<file path="src/rtl/srmb_pkg.sv">
// Package for the selective receive mailbox.
// Holds operation and error codes, field widths and the cell command struct.
// No dependencies.
package srmb_pkg;

  // Field widths fixed by the item format
  localparam int VALUE_W   = 64;
  localparam int LABEL_W   = 32;
  localparam int OP_W      = 3;
  localparam int ERR_W     = 2;
  localparam int IN_DATA_W = VALUE_W + LABEL_W;

  // Operation codes
  typedef enum logic [OP_W-1:0] {
    OP_APPEND  = 3'd0,
    OP_READ    = 3'd1,
    OP_REMOVE  = 3'd2,
    OP_STEP    = 3'd3,
    OP_MARK    = 3'd4,
    OP_RESTORE = 3'd5
  } op_t;

  // Error codes
  localparam logic [ERR_W-1:0] ERR_OK    = 2'd0;
  localparam logic [ERR_W-1:0] ERR_EMPTY = 2'd1;
  localparam logic [ERR_W-1:0] ERR_FULL  = 2'd2;

  // Command broadcast to every slot cell
  typedef struct packed {
    logic append;  // write the slot at the tail index
    logic remove;  // slots at or above the cursor take their upper neighbor
  } cell_cmd_t;

endpackage

</file>
<file path="src/rtl/selective_receive_mailbox.sv">
// Selective receive mailbox: an ordered store of MAILBOX_DEPTH 64-bit
// messages with a scan cursor, a labeled mark and one result per operation.
// Each operation is applied in the cycle it is accepted; the result is then
// set by the read chain that carries the word at the cursor through one slot
// cell per cycle to the end of the row, and is loaded once the settle counter
// has run out. One operation is in flight at a time, so the next item is
// accepted only after the result is loaded; a pending result waiting on
// m_tready does not block the next item.
// Depends on srmb_pkg, srmb_cell and srmb_ctrl.
module selective_receive_mailbox
  import srmb_pkg::*;
#(
  parameter int MAILBOX_DEPTH = 16
) (
  input  logic                 clk,
  input  logic                 rst,
  input  logic                 s_tvalid,
  output logic                 s_tready,
  // [63:0] message_value, [95:64] code_label
  input  logic [IN_DATA_W-1:0] s_tdata,
  // [2:0] operation
  input  logic [OP_W-1:0]      s_tuser,
  output logic                 m_tvalid,
  input  logic                 m_tready,
  // [63:0] current_value, [64] current_present, [66:65] error_code,
  // then message_count, zero filled to whole bytes
  output logic [((VALUE_W + 1 + ERR_W + $clog2(MAILBOX_DEPTH+1) + 7) / 8) * 8 - 1:0] m_tdata
);

  localparam int CNT_W = $clog2(MAILBOX_DEPTH + 1);
  localparam int OUT_W = ((VALUE_W + 1 + ERR_W + CNT_W + 7) / 8) * 8;

  cell_cmd_t          cmd;
  logic [CNT_W-1:0]   cursor;
  logic [CNT_W-1:0]   count;
  logic [VALUE_W-1:0] current_value;
  logic               current_present;
  logic [ERR_W-1:0]   error_code;
  logic [CNT_W-1:0]   message_count;
  logic [VALUE_W-1:0] message_value;
  logic [LABEL_W-1:0] code_label;
  logic [VALUE_W-1:0] slot_w [MAILBOX_DEPTH];
  logic [VALUE_W-1:0] rd_w   [MAILBOX_DEPTH];

  assign message_value = s_tdata[VALUE_W-1:0];
  assign code_label    = s_tdata[IN_DATA_W-1:VALUE_W];

  srmb_ctrl #(
    .MAILBOX_DEPTH(MAILBOX_DEPTH)
  ) u_ctrl (
    .clk            (clk),
    .rst            (rst),
    .s_tvalid       (s_tvalid),
    .s_tready       (s_tready),
    .operation      (s_tuser),
    .code_label     (code_label),
    .rd_end         (rd_w[MAILBOX_DEPTH-1]),
    .m_tvalid       (m_tvalid),
    .m_tready       (m_tready),
    .current_value  (current_value),
    .current_present(current_present),
    .error_code     (error_code),
    .message_count  (message_count),
    .cmd            (cmd),
    .cursor         (cursor),
    .count          (count)
  );

  // Row of slot cells; each takes its upper neighbor on remove
  for (genvar i = 0; i < MAILBOX_DEPTH; i++) begin : g_cell
    logic [VALUE_W-1:0] shift_src;
    logic [VALUE_W-1:0] rd_src;

    if (i == MAILBOX_DEPTH - 1) begin : g_top
      assign shift_src = slot_w[i];
    end else begin : g_mid
      assign shift_src = slot_w[i+1];
    end

    if (i == 0) begin : g_first
      assign rd_src = '0;
    end else begin : g_rest
      assign rd_src = rd_w[i-1];
    end

    srmb_cell #(
      .CNT_W     (CNT_W),
      .CELL_INDEX(i)
    ) u_cell (
      .clk     (clk),
      .cmd     (cmd),
      .cursor  (cursor),
      .count   (count),
      .wdata   (message_value),
      .shift_in(shift_src),
      .slot    (slot_w[i]),
      .rd_in   (rd_src),
      .rd_out  (rd_w[i])
    );
  end

  // Result packing
  assign m_tdata = OUT_W'({message_count, error_code, current_present, current_value});

endmodule

</file>
<file path="src/rtl/srmb_cell.sv">
// One slot cell of the mailbox chain: holds a message word and one stage
// of the read chain that carries the word at the cursor toward the end.
// Depends on srmb_pkg.
module srmb_cell
  import srmb_pkg::*;
#(
  parameter int CNT_W      = 5,
  parameter int CELL_INDEX = 0
) (
  input  logic               clk,
  input  cell_cmd_t          cmd,
  input  logic [CNT_W-1:0]   cursor,
  input  logic [CNT_W-1:0]   count,
  input  logic [VALUE_W-1:0] wdata,
  input  logic [VALUE_W-1:0] shift_in,
  output logic [VALUE_W-1:0] slot,
  input  logic [VALUE_W-1:0] rd_in,
  output logic [VALUE_W-1:0] rd_out
);

  localparam logic [CNT_W-1:0] MY_IDX = CNT_W'(CELL_INDEX);

  // Slot update: tail write on append, gap close on remove
  always_ff @(posedge clk) begin
    if (cmd.append && (count == MY_IDX)) begin
      slot <= wdata;
    end else if (cmd.remove && (MY_IDX >= cursor)) begin
      slot <= shift_in;
    end
  end

  // Read chain: the cursor cell injects its word, others pass the neighbor's
  always_ff @(posedge clk) begin
    rd_out <= (cursor == MY_IDX) ? slot : rd_in;
  end

endmodule

</file>
<file path="src/rtl/srmb_ctrl.sv">
// Mailbox control: handshakes, count, cursor and mark registers, the
// settle counter for the read chain and the result register.
// Depends on srmb_pkg.
module srmb_ctrl
  import srmb_pkg::*;
#(
  parameter int MAILBOX_DEPTH = 16
) (
  input  logic                                 clk,
  input  logic                                 rst,
  input  logic                                 s_tvalid,
  output logic                                 s_tready,
  input  logic [OP_W-1:0]                      operation,
  input  logic [LABEL_W-1:0]                   code_label,
  input  logic [VALUE_W-1:0]                   rd_end,
  output logic                                 m_tvalid,
  input  logic                                 m_tready,
  output logic [VALUE_W-1:0]                   current_value,
  output logic                                 current_present,
  output logic [ERR_W-1:0]                     error_code,
  output logic [$clog2(MAILBOX_DEPTH+1)-1:0]   message_count,
  output cell_cmd_t                            cmd,
  output logic [$clog2(MAILBOX_DEPTH+1)-1:0]   cursor,
  output logic [$clog2(MAILBOX_DEPTH+1)-1:0]   count
);

  localparam int CNT_W = $clog2(MAILBOX_DEPTH + 1);
  localparam logic [CNT_W-1:0] DEPTH_C = CNT_W'(MAILBOX_DEPTH);

  typedef enum logic {
    ST_IDLE,
    ST_WAIT
  } state_t;

  state_t             state;
  logic [CNT_W-1:0]   wait_cnt;
  logic [CNT_W-1:0]   mark_index;
  logic [LABEL_W-1:0] mark_label;
  logic               mark_valid;
  logic [ERR_W-1:0]   err;

  logic [CNT_W-1:0]   count_next;
  logic [CNT_W-1:0]   cursor_next;
  logic [CNT_W-1:0]   mark_index_next;
  logic [LABEL_W-1:0] mark_label_next;
  logic               mark_valid_next;
  logic [ERR_W-1:0]   err_next;
  logic               accept;
  logic               out_free;
  logic               out_load;

  assign s_tready = (state == ST_IDLE);
  assign accept   = s_tvalid && s_tready;
  assign out_free = !m_tvalid || m_tready;
  assign out_load = (state == ST_WAIT) && (wait_cnt == '0) && out_free;

  // Operation decode, applied at the accept edge
  always_comb begin
    count_next      = count;
    cursor_next     = cursor;
    mark_index_next = mark_index;
    mark_label_next = mark_label;
    mark_valid_next = mark_valid;
    err_next        = ERR_OK;
    cmd             = '0;
    if (accept) begin
      unique case (op_t'(operation))
        OP_APPEND: begin
          if (count == DEPTH_C) begin
            err_next = ERR_FULL;
          end else begin
            cmd.append = 1'b1;
            count_next = count + CNT_W'(1);
          end
        end
        OP_READ: begin
        end
        OP_REMOVE: begin
          if (cursor < count) begin
            cmd.remove = 1'b1;
            count_next = count - CNT_W'(1);
            if (mark_valid && (cursor < mark_index)) begin
              mark_index_next = mark_index - CNT_W'(1);
            end
          end else begin
            err_next = ERR_EMPTY;
          end
          cursor_next = '0;
        end
        OP_STEP: begin
          cursor_next = (cursor < count) ? cursor + CNT_W'(1) : '0;
        end
        OP_MARK: begin
          mark_label_next = code_label;
          mark_index_next = count;
          mark_valid_next = 1'b1;
        end
        OP_RESTORE: begin
          if (mark_valid && (mark_label == code_label)) begin
            cursor_next = (mark_index > count) ? count : mark_index;
          end
        end
        default: begin
        end
      endcase
    end
  end

  // State, mailbox registers and result register
  always_ff @(posedge clk) begin
    if (rst) begin
      state           <= ST_IDLE;
      wait_cnt        <= '0;
      count           <= '0;
      cursor          <= '0;
      mark_index      <= '0;
      mark_label      <= '0;
      mark_valid      <= 1'b0;
      err             <= ERR_OK;
      m_tvalid        <= 1'b0;
      current_value   <= '0;
      current_present <= 1'b0;
      error_code      <= ERR_OK;
      message_count   <= '0;
    end else begin
      count      <= count_next;
      cursor     <= cursor_next;
      mark_index <= mark_index_next;
      mark_label <= mark_label_next;
      mark_valid <= mark_valid_next;
      if (m_tready && !out_load) begin
        m_tvalid <= 1'b0;
      end
      unique case (state)
        ST_IDLE: begin
          if (accept) begin
            err      <= err_next;
            wait_cnt <= DEPTH_C;
            state    <= ST_WAIT;
          end
        end
        ST_WAIT: begin
          if (wait_cnt != '0) begin
            wait_cnt <= wait_cnt - CNT_W'(1);
          end else if (out_free) begin
            m_tvalid        <= 1'b1;
            current_present <= (cursor < count);
            current_value   <= (cursor < count) ? rd_end : '0;
            error_code      <= err;
            message_count   <= count;
            state           <= ST_IDLE;
          end
        end
        default: begin
          state <= ST_IDLE;
        end
      endcase
    end
  end

endmodule

</file>
<file path="config.mk">
export PLATFORM = sky130hd
export DESIGN_NAME = selective_receive_mailbox
export DESIGN_NICKNAME = d
export VERILOG_FILES = /design/src/rtl/srmb_pkg.sv /design/src/rtl/selective_receive_mailbox.sv /design/src/rtl/srmb_cell.sv /design/src/rtl/srmb_ctrl.sv
export SDC_FILE = /design/constraint.sdc
export NUM_CORES = 2
export LEC_CHECK = 0
export BUFFER_PORTS_ARGS = -buffer_cell sky130_fd_sc_hd__buf_2
export CAP_MARGIN = 10
export CORE_MARGIN = 1.5
export CORE_UTILIZATION = 50
export CTS_BUF_LIST = sky130_fd_sc_hd__clkbuf_16
export CTS_CLUSTER_DIAMETER = 150
export DETAILED_ROUTE_END_ITERATION = 16
export PLACE_DENSITY = 0.73
export SLEW_MARGIN = 5
export SYNTH_ARGS = -nofsm -noshare
export SYNTH_HDL_FRONTEND = slang
export SYNTH_HIERARCHICAL = 1
export SYNTH_SLANG_ARGS = --single-unit
</file>
<file path="constraint.sdc">
create_clock -name clk -period 7.9 [get_ports clk]
set_input_delay 0 -clock clk [delete_from_list [all_inputs] [get_ports clk]]
set_output_delay 0 -clock clk [all_outputs]
set_load 0.01 [all_outputs]
</file>
==> key figures <==
Status
  – Outcome: finished, final reports clean

Floorplanning
  – Chip Height: ~410 um
  – I/O Pins: 177
  – Starting Density: 50.3%
  – DIE WIDTH: roughly 410 um
  – Die ar.: 170,000 um^2
  – Std cell rows: 150
  – Core Region: 167,000 um^2

Worst setup path
  – Arrival time of the worst setup path: around 5.3 ns
  – Slowest stage cell on the critical path: dfxtp_1
  – Worst reg-to-reg setup slack: 3.03 ns
  – Worst R2R End: g_cell[12].u_cell/slot[13]$_DFFE_PP_
  – Critical Path Max Stage Delay: 0.88 ns
  – Reg-to-reg startpoint: u_ctrl/count[0]$_SDFFE_PP0P_
  – CP endpoint kind: register
  – Crit path buffers/inverters: 1
  – Critical Path End: g_cell[12].u_cell/slot[13]$_DFFE_PP_
  – CP delay by family, top: simple AND/OR/NAND/NOR gates
  – FF-to-FF path depth: 8
  – Stages on worst setup path: 8
  – Crit start category: register
  – Critical Path RT: 8.36 ns
  – Worst Setup SP: u_ctrl/count[0]$_SDFFE_PP0P_
  – Crit path cell chain: nor2_1 -> nand3_1 -> nand2_1 -> nor2_1 -> nor4b_1 -> nand3_4 -> nand2_4 -> buf_4
  – Max Fanout on Critical Path: 33
  – CP Class: reg2reg
  – Most Frequent Cell on Critical Path: nor2_1

Drt
  – DRT antenna net count: 0
  – # DRC: 0
  – Routed vias: 42,900
  – Starting DRT DRC Count: 2,962
  – Vias per inst: 5.45
  – DR pass1 iterations: 5
  – Post-DR wirelength/cell: roughly 23 um
  – Routed Wire Length: 182,000 um

STA
  – Max Fclk: 205 MHz
  – Final period utilization: 61.7%
  – Hold slack: 0.199 ns
  – Final Max Slew Viols: 0
  – Final setup margin: 3.03 ns
  – TNS Setup: 0 ns
  – RSZ-0062 raised after global routing: no
  – Worst slew pin tran: 1.32 ns
  – Setup Skew: 0.0595 ns
  – Minimum clock period: 4.87 ns
  – Setup-failing EPs final: 0
  – Endpoints failing hold: 0
  – Slew HR: 11.9%

Power and ir drop
  – Sw Share: 21.6%
  – Pwr per Cell Area: 245 nW/um^2
  – Register share of total power: 54.2%
  – Internal Pwr Total: between 15,000 and 20,000 uW
  – Sw power: 5010 uW
  – Clk pwr share: a little over 40%
  – Max IR drop VDD: between 0.2 and 0.3 mV
  – Comb pwr share: 4.9%
  – Pleak: 0.0361 uW

Yosys
  – Synth Area in Simple Gates: 1.77%
  – Post-synthesis compound-gate area fraction: 1.54%
  – Main combinational cell family by area after synthesis: multiplexers
  – Post-synthesis mux area share: 29.2%
  – Mapped cell area: around 84,000 um^2
  – Synth Flop Type: dfxtp_1
  – Synth Instances: 4,994
  – Synth unique cells: 70
  – Adder-cell area share of the yosys netlist: less than 1%
  – Register area share after synthesis: 64.1%
  – Syn_area_per_cell: 16.8 um^2
  – Ys Warns: 6
  – Ys async rst share: 0%
  – Synth Area in XOR/XNOR: 0.376%
  – Yosys reg bits: 2,177
  – EDFF count, synth: 1,024

Placed design
  – DP Worst Slack: approximately 3.1 ns
  – HPWL after DPL: 103,000 um
  – Port Buf Inserts: 176
  – GPL Wtd Cong: 0.827
  – Placed Instances: about 7,300

Clock network
  – Clk sinks: 2,177
  – Worst-path clk slew: ~0.06 ns
  – CTS tree: done
  – CTS H-tree depth: 4
  – Clk_lat worst skew: 0.85 ns
  – Clock tree buffer depth: 3
  – Post-cts resize count: 0
  – Number of setup buffers added after CTS: 0
  – Clock root cell: clkbuf_16
  – Hold-fix buffers, CTS: 206
  – Num CTS Buffers: 211

Global route
  – GRT overflow: 0
  – Vias in the first global route: 46,400
  – First-pass GRT wire length: 281,000 um
  – Pin count of the biggest net entering global routing: 65
  – Initial antenna violation count: 4
  – All-Layer GR Usage: 21.4%

Finish
  – Layout Cells excl Fill: 7,879
  – Net count, final: 5,609
  – Fill cells: about 13,000
  – Area Overhead vs Synth: 13.3%
  – Share of layout cells above drive strength 1: 41.5%

Hold path
  – Hold Crit Class: in2reg

Run
  – Max Cap Violations: 0
==> cells by family (layout without fill, tap and decap cells) <==
logic type,count (synthesis),count (layout)
AOI/OAI and AO/OA,178,178
xor gates and xnor gates,36,36
adders and majority gates,21,21
buffers and inverters,271,887
DFF,2177,2177
muxes,2058,2058
other,1,66
and+or+nand+nor,252,252
==> routing by layer <==
layer | routed length (um) | share of wire [%] | track usage (%) | vias up
li1 | - | - | - | 19600
met4 | 4770 | 2.6 | 6.51 | 2
met2 | 84400 | 46 | 34.4 | 1082
met5 | 16 | 0.0088 | 0 | -
met1 | 83400 | 46 | 29.7 | 22000
met3 | 9660 | 5.3 | 3.65 | 317
==> worst min path at each step <==
stage | to | start | depth (start not counted)
5_1_grt | u_ctrl/message_count[4]$_SDFFE_PP0P_ | rst | 3
4_1_cts | u_ctrl/message_count[4]$_SDFFE_PP0P_ | rst | 3
3_5_place_dp | u_ctrl/state$_SDFF_PP0_ | s_tvalid | 2
2_1_floorplan | u_ctrl/state$_SDFF_PP0_ | s_tvalid | 1
6_report | u_ctrl/message_count[4]$_SDFFE_PP0P_ | rst | 3
3_3_place_gp | u_ctrl/state$_SDFF_PP0_ | s_tvalid | 2
==> synthesized netlist by cell type, types with 5 or more instances <==
| library cell | number | area [um^2] |
|---|---|---|
| a21o_1 | 9 | 67.6 |
| a21oi_1 | 58 | 290 |
| a22o_1 | 65 | 569 |
| buf_12 | 12 | 240 |
| buf_2 | 61 | 305 |
| buf_4 | 45 | 338 |
| buf_6 | 103 | 1160 |
| clkbuf_1 | 25 | 93.8 |
| dfxtp_1 | 1153 | 23100 |
| edfxtp_1 | 1024 | 30700 |
| ha_1 | 20 | 250 |
| inv_1 | 24 | 90.1 |
| mux2_1 | 281 | 3160 |
| mux2_2 | 1413 | 15900 |
| mux2_4 | 354 | 5320 |
| mux2i_1 | 10 | 100 |
| nand2_1 | 93 | 349 |
| nand2b_1 | 10 | 62.6 |
| nand3_1 | 14 | 70.1 |
| nand3b_1 | 13 | 97.6 |
| nand4_1 | 8 | 50.1 |
| nand4b_1 | 6 | 52.6 |
| nor2_1 | 44 | 165 |
| nor2b_1 | 5 | 31.3 |
| nor3_1 | 9 | 45.0 |
| nor3b_2 | 6 | 75.1 |
| nor4_1 | 11 | 68.8 |
| o21ai_0 | 15 | 75.1 |
| xnor2_1 | 6 | 52.6 |
| xor2_1 | 30 | 263 |
==> metrics by stage <==
stage | total power (uW) | util, % | area, um^2
final | 23200 | 57.0 | 95100
after global routing | 24000 | 57.0 | 95100
after CTS | 23400 | 57.0 | 95100
after detailed placement | 13900 | 51.8 | 86500
after global placement | 13900 | 51.8 | 86500
after floorplan | 13500 | - | 84200
==> area by class of cell <==
class                      instances  area, um^2  share of cell area, %
sequential                      2177       53800                   56.6
multi-input combinational       2609       28300                   29.8
clock buffer                     218        5460                   5.74
timing repair buffer             462        3540                   3.73
tap                             2204        2760                   2.90
clock inverter                   183        1080                   1.13
inverter                          24        90.1                 0.0947
antenna                            2        5.00                0.00526
==> worst min-delay path, delay by kind of cell <==
kind,cells,cell delay [ns]
buf+inv,2,0.85
simple gates,1,0.15
==> registers in the layout (all words and copies together) (netlist names) <==
name / count
u_ctrl/cursor: 5
u_ctrl/state: 1
u_ctrl/mark_index: 5
u_ctrl/count: 5
u_ctrl/mark_label: 32
g_cell.u_cell/slot: 1024
u_ctrl/current_present: 1
u_ctrl/wait_cnt: 5
u_ctrl/m_tvalid: 1
u_ctrl/mark_valid: 1
u_ctrl/message_count: 5
u_ctrl/error_code: 2
g_cell.u_cell/rd_out: 1024
u_ctrl/err: 2
u_ctrl/current_value: 64
==> power by group through the flow <==
stage                     Combinational, uW  Clock (uW)  Sequential, uW
final                                  1140        9500           12600
after global routing                   1230       10100           12700
after CTS                              1130        9680           12600
after detailed placement               1050           0           12800
after global placement                 1030           0           12800
after floorplan                         751           0           12800
==> cell usage in the layout (no fill, tap or decap), types with 30 or more instances in the layout <==
cell type / count
buf_2: 176
clkbuf_16: 218
inv_1: 93
nand2_1: 84
clkinv_1: 56
conb_1: 64
mux2_2: 1413
clkinv_2: 35
a21oi_1: 58
dfxtp_1: 1153
mux2_1: 281
mux2_4: 354
xor2_1: 30
nor2_1: 44
buf_4: 80
dlygate4sd3_1: 206
edfxtp_1: 1024
a22o_1: 65
Power figures use the tool's default switching activity.
